**config.mk**
```make
export PLATFORM = sky130hd
export DESIGN_NAME = token_bucket_message_limiter
export DESIGN_NICKNAME = d
export VERILOG_FILES = /design/src/design/tbml_pkg.sv /design/src/design/tbml_cfg.sv /design/src/design/tbml_core.sv /design/src/design/token_bucket_message_limiter.sv
export SDC_FILE = /design/constraint.sdc
export NUM_CORES = 2
export LEC_CHECK = 0
export ABC_AREA = 1
export BUFFER_PORTS_ARGS = -buffer_cell sky130_fd_sc_hd__buf_4
export CAP_MARGIN = 20
export CORE_MARGIN = 2
export CORE_UTILIZATION = 26
export CTS_CLUSTER_DIAMETER = 100
export DETAILED_ROUTE_END_ITERATION = 12
export HOLD_SLACK_MARGIN = 0.03
export PLACE_DENSITY = 0.4
export SLEW_MARGIN = 20
export SYNTH_ARGS = -nofsm -noshare
export SYNTH_HDL_FRONTEND = slang
export SYNTH_SLANG_ARGS = --single-unit
export TNS_END_PERCENT = 50
```
**constraint.sdc**
```tcl
create_clock -name clk -period 23.8 [get_ports clk]
set_input_delay 2.38 -clock clk [delete_from_list [all_inputs] [get_ports clk]]
set_output_delay 2.38 -clock clk [all_outputs]
set_load 0.005 [all_outputs]
```
**src/design/tbml_pkg.sv**
```systemverilog
package tbml_pkg;

  localparam logic [31:0] TOKENS_PER_MESSAGE = 32'd1000;

  localparam int unsigned CFG_ADDR_W = 4;

  typedef enum logic [1:0] {
    VERDICT_FILTERED = 2'd0,
    VERDICT_PASSED   = 2'd1,
    VERDICT_DROPPED  = 2'd2
  } verdict_t;

  typedef enum logic [1:0] {
    REG_LEVEL_CAP   = 2'd0,
    REG_REFILL_RATE = 2'd1,
    REG_BURST_LIMIT = 2'd2
  } reg_index_t;

  typedef struct packed {
    logic [2:0]  level_cap;
    logic [31:0] refill_rate;
    logic [31:0] burst_limit;
  } cfg_t;

  typedef struct packed {
    verdict_t    verdict;
    logic        report_drops;
    logic [31:0] dropped_count;
    logic [31:0] dropped_span;
  } result_t;

endpackage

```
**src/design/tbml_cfg.sv**
```systemverilog
module tbml_cfg (
  input  logic                             clk,
  input  logic                             rst,
  input  logic                             psel,
  input  logic                             penable,
  input  logic                             pwrite,
  input  logic [tbml_pkg::CFG_ADDR_W-1:0]  paddr,
  input  logic [31:0]                      pwdata,
  output logic [31:0]                      prdata,
  output tbml_pkg::cfg_t                   cfg
);
  import tbml_pkg::*;

  logic       wr_en;
  reg_index_t idx;

  assign wr_en = psel & penable & pwrite;
  assign idx   = reg_index_t'(paddr[3:2]);

  always_ff @(posedge clk) begin
    if (rst) begin
      cfg.level_cap   <= 3'd7;
      cfg.refill_rate <= 32'd0;
      cfg.burst_limit <= 32'd0;
    end else if (wr_en) begin
      case (idx)
        REG_LEVEL_CAP:   cfg.level_cap   <= pwdata[2:0];
        REG_REFILL_RATE: cfg.refill_rate <= pwdata;
        REG_BURST_LIMIT: cfg.burst_limit <= pwdata;
        default: ;
      endcase
    end
  end

  always_comb begin
    case (idx)
      REG_LEVEL_CAP:   prdata = {29'd0, cfg.level_cap};
      REG_REFILL_RATE: prdata = cfg.refill_rate;
      REG_BURST_LIMIT: prdata = cfg.burst_limit;
      default:         prdata = 32'd0;
    endcase
  end

endmodule

```
**src/design/tbml_core.sv**
```systemverilog
module tbml_core (
  input  logic              clk,
  input  logic              rst,
  input  logic              advance,
  input  logic [2:0]        level,
  input  logic [31:0]       now,
  input  tbml_pkg::cfg_t    cfg,
  output tbml_pkg::result_t result
);
  import tbml_pkg::*;

  logic [31:0] token_count, token_count_next;
  logic [31:0] last_fill_time, last_fill_time_next;
  logic [31:0] drop_count, drop_count_next;
  logic [31:0] first_drop_time, first_drop_time_next;

  logic        filtered;
  logic        short;
  logic        dropped;
  logic [31:0] elapsed;
  logic [63:0] product;
  logic [31:0] add_sat;
  logic [32:0] sum;
  logic [31:0] sum_sat;
  logic [31:0] refilled;
  logic [31:0] tokens_avail;

  assign filtered = level > cfg.level_cap;
  assign short    = token_count < TOKENS_PER_MESSAGE;

  // saturating rate * elapsed, then saturating add, then clamp to burst
  assign elapsed  = now - last_fill_time;
  assign product  = {32'd0, cfg.refill_rate} * {32'd0, elapsed};
  assign add_sat  = (|product[63:32]) ? '1 : product[31:0];
  assign sum      = {1'b0, token_count} + {1'b0, add_sat};
  assign sum_sat  = sum[32] ? '1 : sum[31:0];
  assign refilled = (sum_sat < cfg.burst_limit) ? sum_sat : cfg.burst_limit;

  always_comb begin
    tokens_avail        = token_count;
    last_fill_time_next = last_fill_time;
    if (short) begin
      if (last_fill_time > now) begin
        tokens_avail = cfg.burst_limit;
      end else if (last_fill_time < now) begin
        tokens_avail        = refilled;
        last_fill_time_next = now;
      end
    end
  end

  assign dropped = short && (tokens_avail < TOKENS_PER_MESSAGE);

  always_comb begin
    token_count_next     = token_count;
    drop_count_next      = drop_count;
    first_drop_time_next = first_drop_time;
    result               = '0;
    result.verdict       = VERDICT_FILTERED;
    if (!filtered) begin
      if (dropped) begin
        token_count_next = tokens_avail;
        if (drop_count == 32'd0) begin
          first_drop_time_next = now;
        end
        drop_count_next = drop_count + 32'd1;
        result.verdict  = VERDICT_DROPPED;
      end else begin
        token_count_next = tokens_avail - TOKENS_PER_MESSAGE;
        result.verdict   = VERDICT_PASSED;
        if (drop_count != 32'd0) begin
          result.report_drops  = 1'b1;
          result.dropped_count = drop_count;
          result.dropped_span  = now - first_drop_time;
          drop_count_next      = 32'd0;
        end
      end
    end
  end

  always_ff @(posedge clk) begin
    if (rst) begin
      token_count     <= 32'd0;
      last_fill_time  <= '1;
      drop_count      <= 32'd0;
      first_drop_time <= 32'd0;
    end else if (advance && !filtered) begin
      token_count     <= token_count_next;
      last_fill_time  <= last_fill_time_next;
      drop_count      <= drop_count_next;
      first_drop_time <= first_drop_time_next;
    end
  end

endmodule

```
**src/design/token_bucket_message_limiter.sv**
```systemverilog
// Pipeline: an accepted item is held in the input register (s1); its result
// is loaded into the output register when the item advances out of s1.
// Throughput: one item per cycle unless res_ready low stalls the output; the
// refill multiply, saturating add and clamp in tbml_core all settle within
// that cycle, and bucket state updates as the item leaves the input register.
// Reset (rst, synchronous): pipeline empty, bucket empty, last fill time all
// ones, drop count zero, registers level cap 7, refill_rate 0, burst_limit 0.
module token_bucket_message_limiter (
  input  logic                            clk,
  input  logic                            rst,
  input  logic                            msg_valid,
  output logic                            msg_ready,
  input  logic [2:0]                      msg_level,
  input  logic [31:0]                     now_seconds,
  output logic                            res_valid,
  input  logic                            res_ready,
  output logic [1:0]                      verdict,
  output logic                            report_drops,
  output logic [31:0]                     dropped_count,
  output logic [31:0]                     dropped_span,
  input  logic                            psel,
  input  logic                            penable,
  input  logic                            pwrite,
  input  logic [tbml_pkg::CFG_ADDR_W-1:0] paddr,
  input  logic [31:0]                     pwdata,
  output logic [31:0]                     prdata,
  output logic                            pready
);
  import tbml_pkg::*;

  cfg_t        cfg;
  result_t     result;
  logic        s1_valid;
  logic [2:0]  s1_level;
  logic [31:0] s1_now;
  logic        out_free;
  logic        advance;

  assign pready = 1'b1;

  tbml_cfg u_cfg (
    .clk     (clk),
    .rst     (rst),
    .psel    (psel),
    .penable (penable),
    .pwrite  (pwrite),
    .paddr   (paddr),
    .pwdata  (pwdata),
    .prdata  (prdata),
    .cfg     (cfg)
  );

  assign out_free  = !res_valid || res_ready;
  assign advance   = s1_valid && out_free;
  assign msg_ready = !s1_valid || out_free;

  always_ff @(posedge clk) begin
    if (rst) begin
      s1_valid <= 1'b0;
    end else if (msg_ready) begin
      s1_valid <= msg_valid;
    end
  end

  always_ff @(posedge clk) begin
    if (msg_valid && msg_ready) begin
      s1_level <= msg_level;
      s1_now   <= now_seconds;
    end
  end

  tbml_core u_core (
    .clk     (clk),
    .rst     (rst),
    .advance (advance),
    .level   (s1_level),
    .now     (s1_now),
    .cfg     (cfg),
    .result  (result)
  );

  always_ff @(posedge clk) begin
    if (rst) begin
      res_valid <= 1'b0;
    end else if (out_free) begin
      res_valid <= s1_valid;
    end
  end

  always_ff @(posedge clk) begin
    if (advance) begin
      verdict       <= result.verdict;
      report_drops  <= result.report_drops;
      dropped_count <= result.dropped_count;
      dropped_span  <= result.dropped_span;
    end
  end

  a_report_only_on_pass: assert property (@(posedge clk) disable iff (rst)
    res_valid && report_drops |-> verdict == VERDICT_PASSED && dropped_count != 32'd0)
    else $error("drop report on a non-passing item or with zero count");

  a_quiet_fields: assert property (@(posedge clk) disable iff (rst)
    res_valid && verdict != VERDICT_PASSED |->
      !report_drops && dropped_count == 32'd0 && dropped_span == 32'd0)
    else $error("report fields set on filtered or dropped item");

  a_full_blocks_input: assert property (@(posedge clk) disable iff (rst)
    s1_valid && res_valid && !res_ready |-> !msg_ready)
    else $error("input accepted while both stages are full");

endmodule
```
==> flow_summary.yaml <==
pwr:
  p_comb_share_pct: 42.5
  seqPwrFrac_pct: 27.7
  p_int_w: 0.00119
  vdd_drop_max_v: 0.0000447
  leakagePower_nw: 25.1
  switching_share_pct: 42.0
  p_per_area_mw_per_mm2: 35.9
  switchingPower_w: 0.000859
  total_power_w: 0.00205
  clockPowerShare_pct: 29.9
floorplanning:
  initial_core_util_pct: 26.1
  die_y_um: 449
  core_mm2: 0.197
  die_w_um: 449
  die-area_mm2: 0.202
  io_pins: 180
  rows: 163
layout:
  final_cell_mix: "inv_1, nand2_1, nor2_1"
  finalNonFillerCells: 9265
  syn_to_final_growth_pct: 10.6
  layout_commonest_cell: "inv_1"
  n_fill_cell: 21500
  design_area_mm2: 0.0570
  drive_gt1_share_pct: 6.55
  nets: 7961
timing:
  setup_tns_ns: 0
  relSlewSlack_pct: 24.0
  fin_crit_ns: 20.21
  hold_violations: 0
  rsz0062_at_grt: "no"
  hold_slack_ns: 0.496
  drv_slew: 0
  setup_violations: 0
  tightest_slew_ns: 1.13
  final.period_utilization_pct: 84.9
  finalClockSkew_ns: 0.0241
  fmax_mhz: 49.5
detailed_routing:
  drc_errors: 0
  dr.pass1.iters: 6
  vias: 43100
  postRouteWirelength_um: 194000
  ant_nets: 0
  avgViaCountPerCell: 4.65
  wl_per_cell_um: 21.0
  first_iter_violations: 2676
placement:
  routabilityCongestion: 0.910
  dp_hpwl_um: 154000
  dp.cells: 9184
  port_buffers: 176
  placed_area_mm2: 0.0557
global_route:
  grt_use_total_pct: 19.1
  grt_pass1_wl_um: 294000
  grt_overflow: 0
  grt_pass1_vias: 45300
  grt_max_degree: 81
  antenna_found_initial: 6
setup_path:
  critical_path_class: "reg -> reg"
  max_stage_delay_ns: 0.57
  timing.rr.end: "dropped_span[30]$_SDFFCE_PP0P_"
  worst_setup_path_end_kind: "flip-flop"
  crit_fanout: 63
  crit_slowest_cell: "nand2_2"
  cpMostUsedCell: "nand2_1"
  r2r_cells: 92
  r2r-start: "s1_now[2]$_DFFE_PP_"
  cp.required_ns: 24.12
  cp-start-kind: "flip-flop"
  startpoint: "s1_now[2]$_DFFE_PP_"
  reg2reg_slack_ns: 3.59
  arrival_ns: 20.53
synthesis:
  yosysWarnings: 0
  ys_ff_latch: 299
  syn_nets: 7938
  synthDistinctLibCells: 57
  synth_seq_area_share_pct: 13.6
  synth_area_mm2: 0.0515
  syn_inst: 6565
  async_flop_share_pct: 0
  synth_edf_count: 102
  syn_area_per_cell_um2: 7.85
  ys.flop_type: "dfxtp_1"
status:
  status: "complete, no violations"
clocking:
  cts_resized: 0
  cts_buffer_depth: 3
  clkSinkCount: 299
  cts_tree: "done"
  clk_pin_slew_ns: 0.06
  htreeDepth: 2
  cts_setup_buffers: 0
  cts_made_buffers: 42
  clock_latency_ns: 0.57
  cts_hold_buf: 0
  root_buffer: "clkbuf_16"
worst_hold_path:
  hold_path_depth: 2
  holdPathEnd: "u_core.drop_count[4]$_SDFFE_PP0P_"
  hold_class: "reg -> reg"
  hold_path.startpoint: "u_core.drop_count[4]$_SDFFE_PP0P_"
job:
  drv_cap: 0
-- sequential cells by signal (all words and copies together), names as in the netlist --
name,flops
s1_now,32
s1_level,3
verdict,2
u_core.first_drop_time,32
report_drops,1
u_cfg.cfg,67
res_valid,1
u_core.last_fill_time,32
s1_valid,1
u_core.drop_count,32
dropped_span,32
u_core.token_count,32
dropped_count,32
-- metal layers --
metal	track usage, %	vias to the layer above	wire, µm
met5	0	-	0
met4	4.78	0	5420
met3	1.78	193	8540
met2	31.5	981	89200
met1	26.9	21700	91100
li1	-	20200	-
-- worst max path at each step --
stage | end | depth (start not counted) | slack [ns]
after detailed placement | dropped_span[30]$_SDFFCE_PP0P_ | 92 | 3.57
final | dropped_span[30]$_SDFFCE_PP0P_ | 92 | 3.59
after floorplan | dropped_count[7]$_SDFFCE_PP0P_ | 87 | 9.34
after global routing | u_core.first_drop_time[11]$_SDFFE_PP0P_ | 90 | 2.15
after global placement | dropped_span[30]$_SDFFCE_PP0P_ | 92 | 3.55
after CTS | dropped_span[30]$_SDFFCE_PP0P_ | 92 | 3.44
-- kinds of logic after synthesis --
family          after synthesis  synth area share, %
flops                       299                 13.6
xor+xnor                    125                 2.12
compound gates              769                 8.28
other cells                   1              0.00728
buf+inv                    1581                 11.7
fa+ha+maj                  1295                 44.5
simple gates               2495                 19.7
-- synthesized netlist by cell type, types with 3 or more instances --
master / n / share of area [%]
inv_1: 1260 / 9.2
nand2_1: 1158 / 8.4
nor2_1: 922 / 6.7
fa_1: 899 / 35
ha_1: 396 / 9.6
a21oi_1: 365 / 3.5
clkbuf_1: 231 / 1.7
nand3_1: 231 / 2.2
dfxtp_1: 197 / 7.7
o21ai_0: 174 / 1.7
edfxtp_1: 102 / 5.9
xor2_1: 88 / 1.5
o211ai_1: 49 / 0.71
a31oi_1: 42 / 0.51
o21ai_1: 41 / 0.40
nand4_1: 40 / 0.49
nor4_1: 38 / 0.46
xnor2_1: 37 / 0.63
or2_2: 36 / 0.44
nor3_1: 30 / 0.29
o22ai_1: 29 / 0.35
buf_2: 25 / 0.24
clkinv_1: 21 / 0.15
inv_2: 17 / 0.12
o21a_1: 16 / 0.23
nand2_2: 12 / 0.15
buf_1: 11 / 0.080
a21boi_0: 8 / 0.12
buf_4: 8 / 0.12
buf_6: 7 / 0.15
nor2_4: 7 / 0.15
a21o_1: 6 / 0.087
nand3b_1: 6 / 0.087
o31ai_1: 6 / 0.087
a211oi_1: 5 / 0.073
nand2_4: 5 / 0.11
o21bai_1: 5 / 0.073
a21boi_1: 4 / 0.058
o21ai_2: 4 / 0.068
o221ai_1: 4 / 0.068
nor2_2: 3 / 0.036
-- critical path, delay by kind of cell (launching register included) --
kind,cells,cell delay [ns]
adder cells (fa/ha/maj),13,5.50
buffers and inverters,17,2.51
AO/OA/AOI/OAI,18,3.37
flip-flops,1,0.44
XOR/XNOR,1,0.14
AND/OR/NAND/NOR,43,7.77
-- metrics by stage --
stage	utilization (%)	setup WS [ns]
2_1_floorplan	-	9.34
3_3_place_gp	28.2	3.55
3_5_place_dp	28.2	3.57
4_1_cts	28.9	3.44
5_1_grt	28.9	2.15
6_report	28.9	3.59
-- power by group through the flow --
stage / registers [W] / clock network, W / logic (W)
final: 0.000566 / 0.000611 / 0.000869
after global routing: 0.000567 / 0.000651 / 0.000974
after CTS: 0.000565 / 0.000632 / 0.000873
after global placement: 0.000576 / 0 / 0.000866
after detailed placement: 0.000576 / 0 / 0.000861
after floorplan: 0.000563 / 0 / 0.000574
-- layout make-up --
| class | count | area, µm² | share of cell area, % |
|---|---|---|---|
| timing repair buffer | 261 | 1970 | 3.45 |
| clock inverter | 18 | 118 | 0.206 |
| sequential | 299 | 7010 | 12.3 |
| antenna | 3 | 7.51 | 0.0132 |
| inverter | 1299 | 4880 | 8.56 |
| tap | 2640 | 3300 | 5.79 |
| clock buffer | 60 | 1200 | 2.10 |
| multi-input combinational | 4685 | 38500 | 67.6 |
Power figures use the tool's default switching activity.
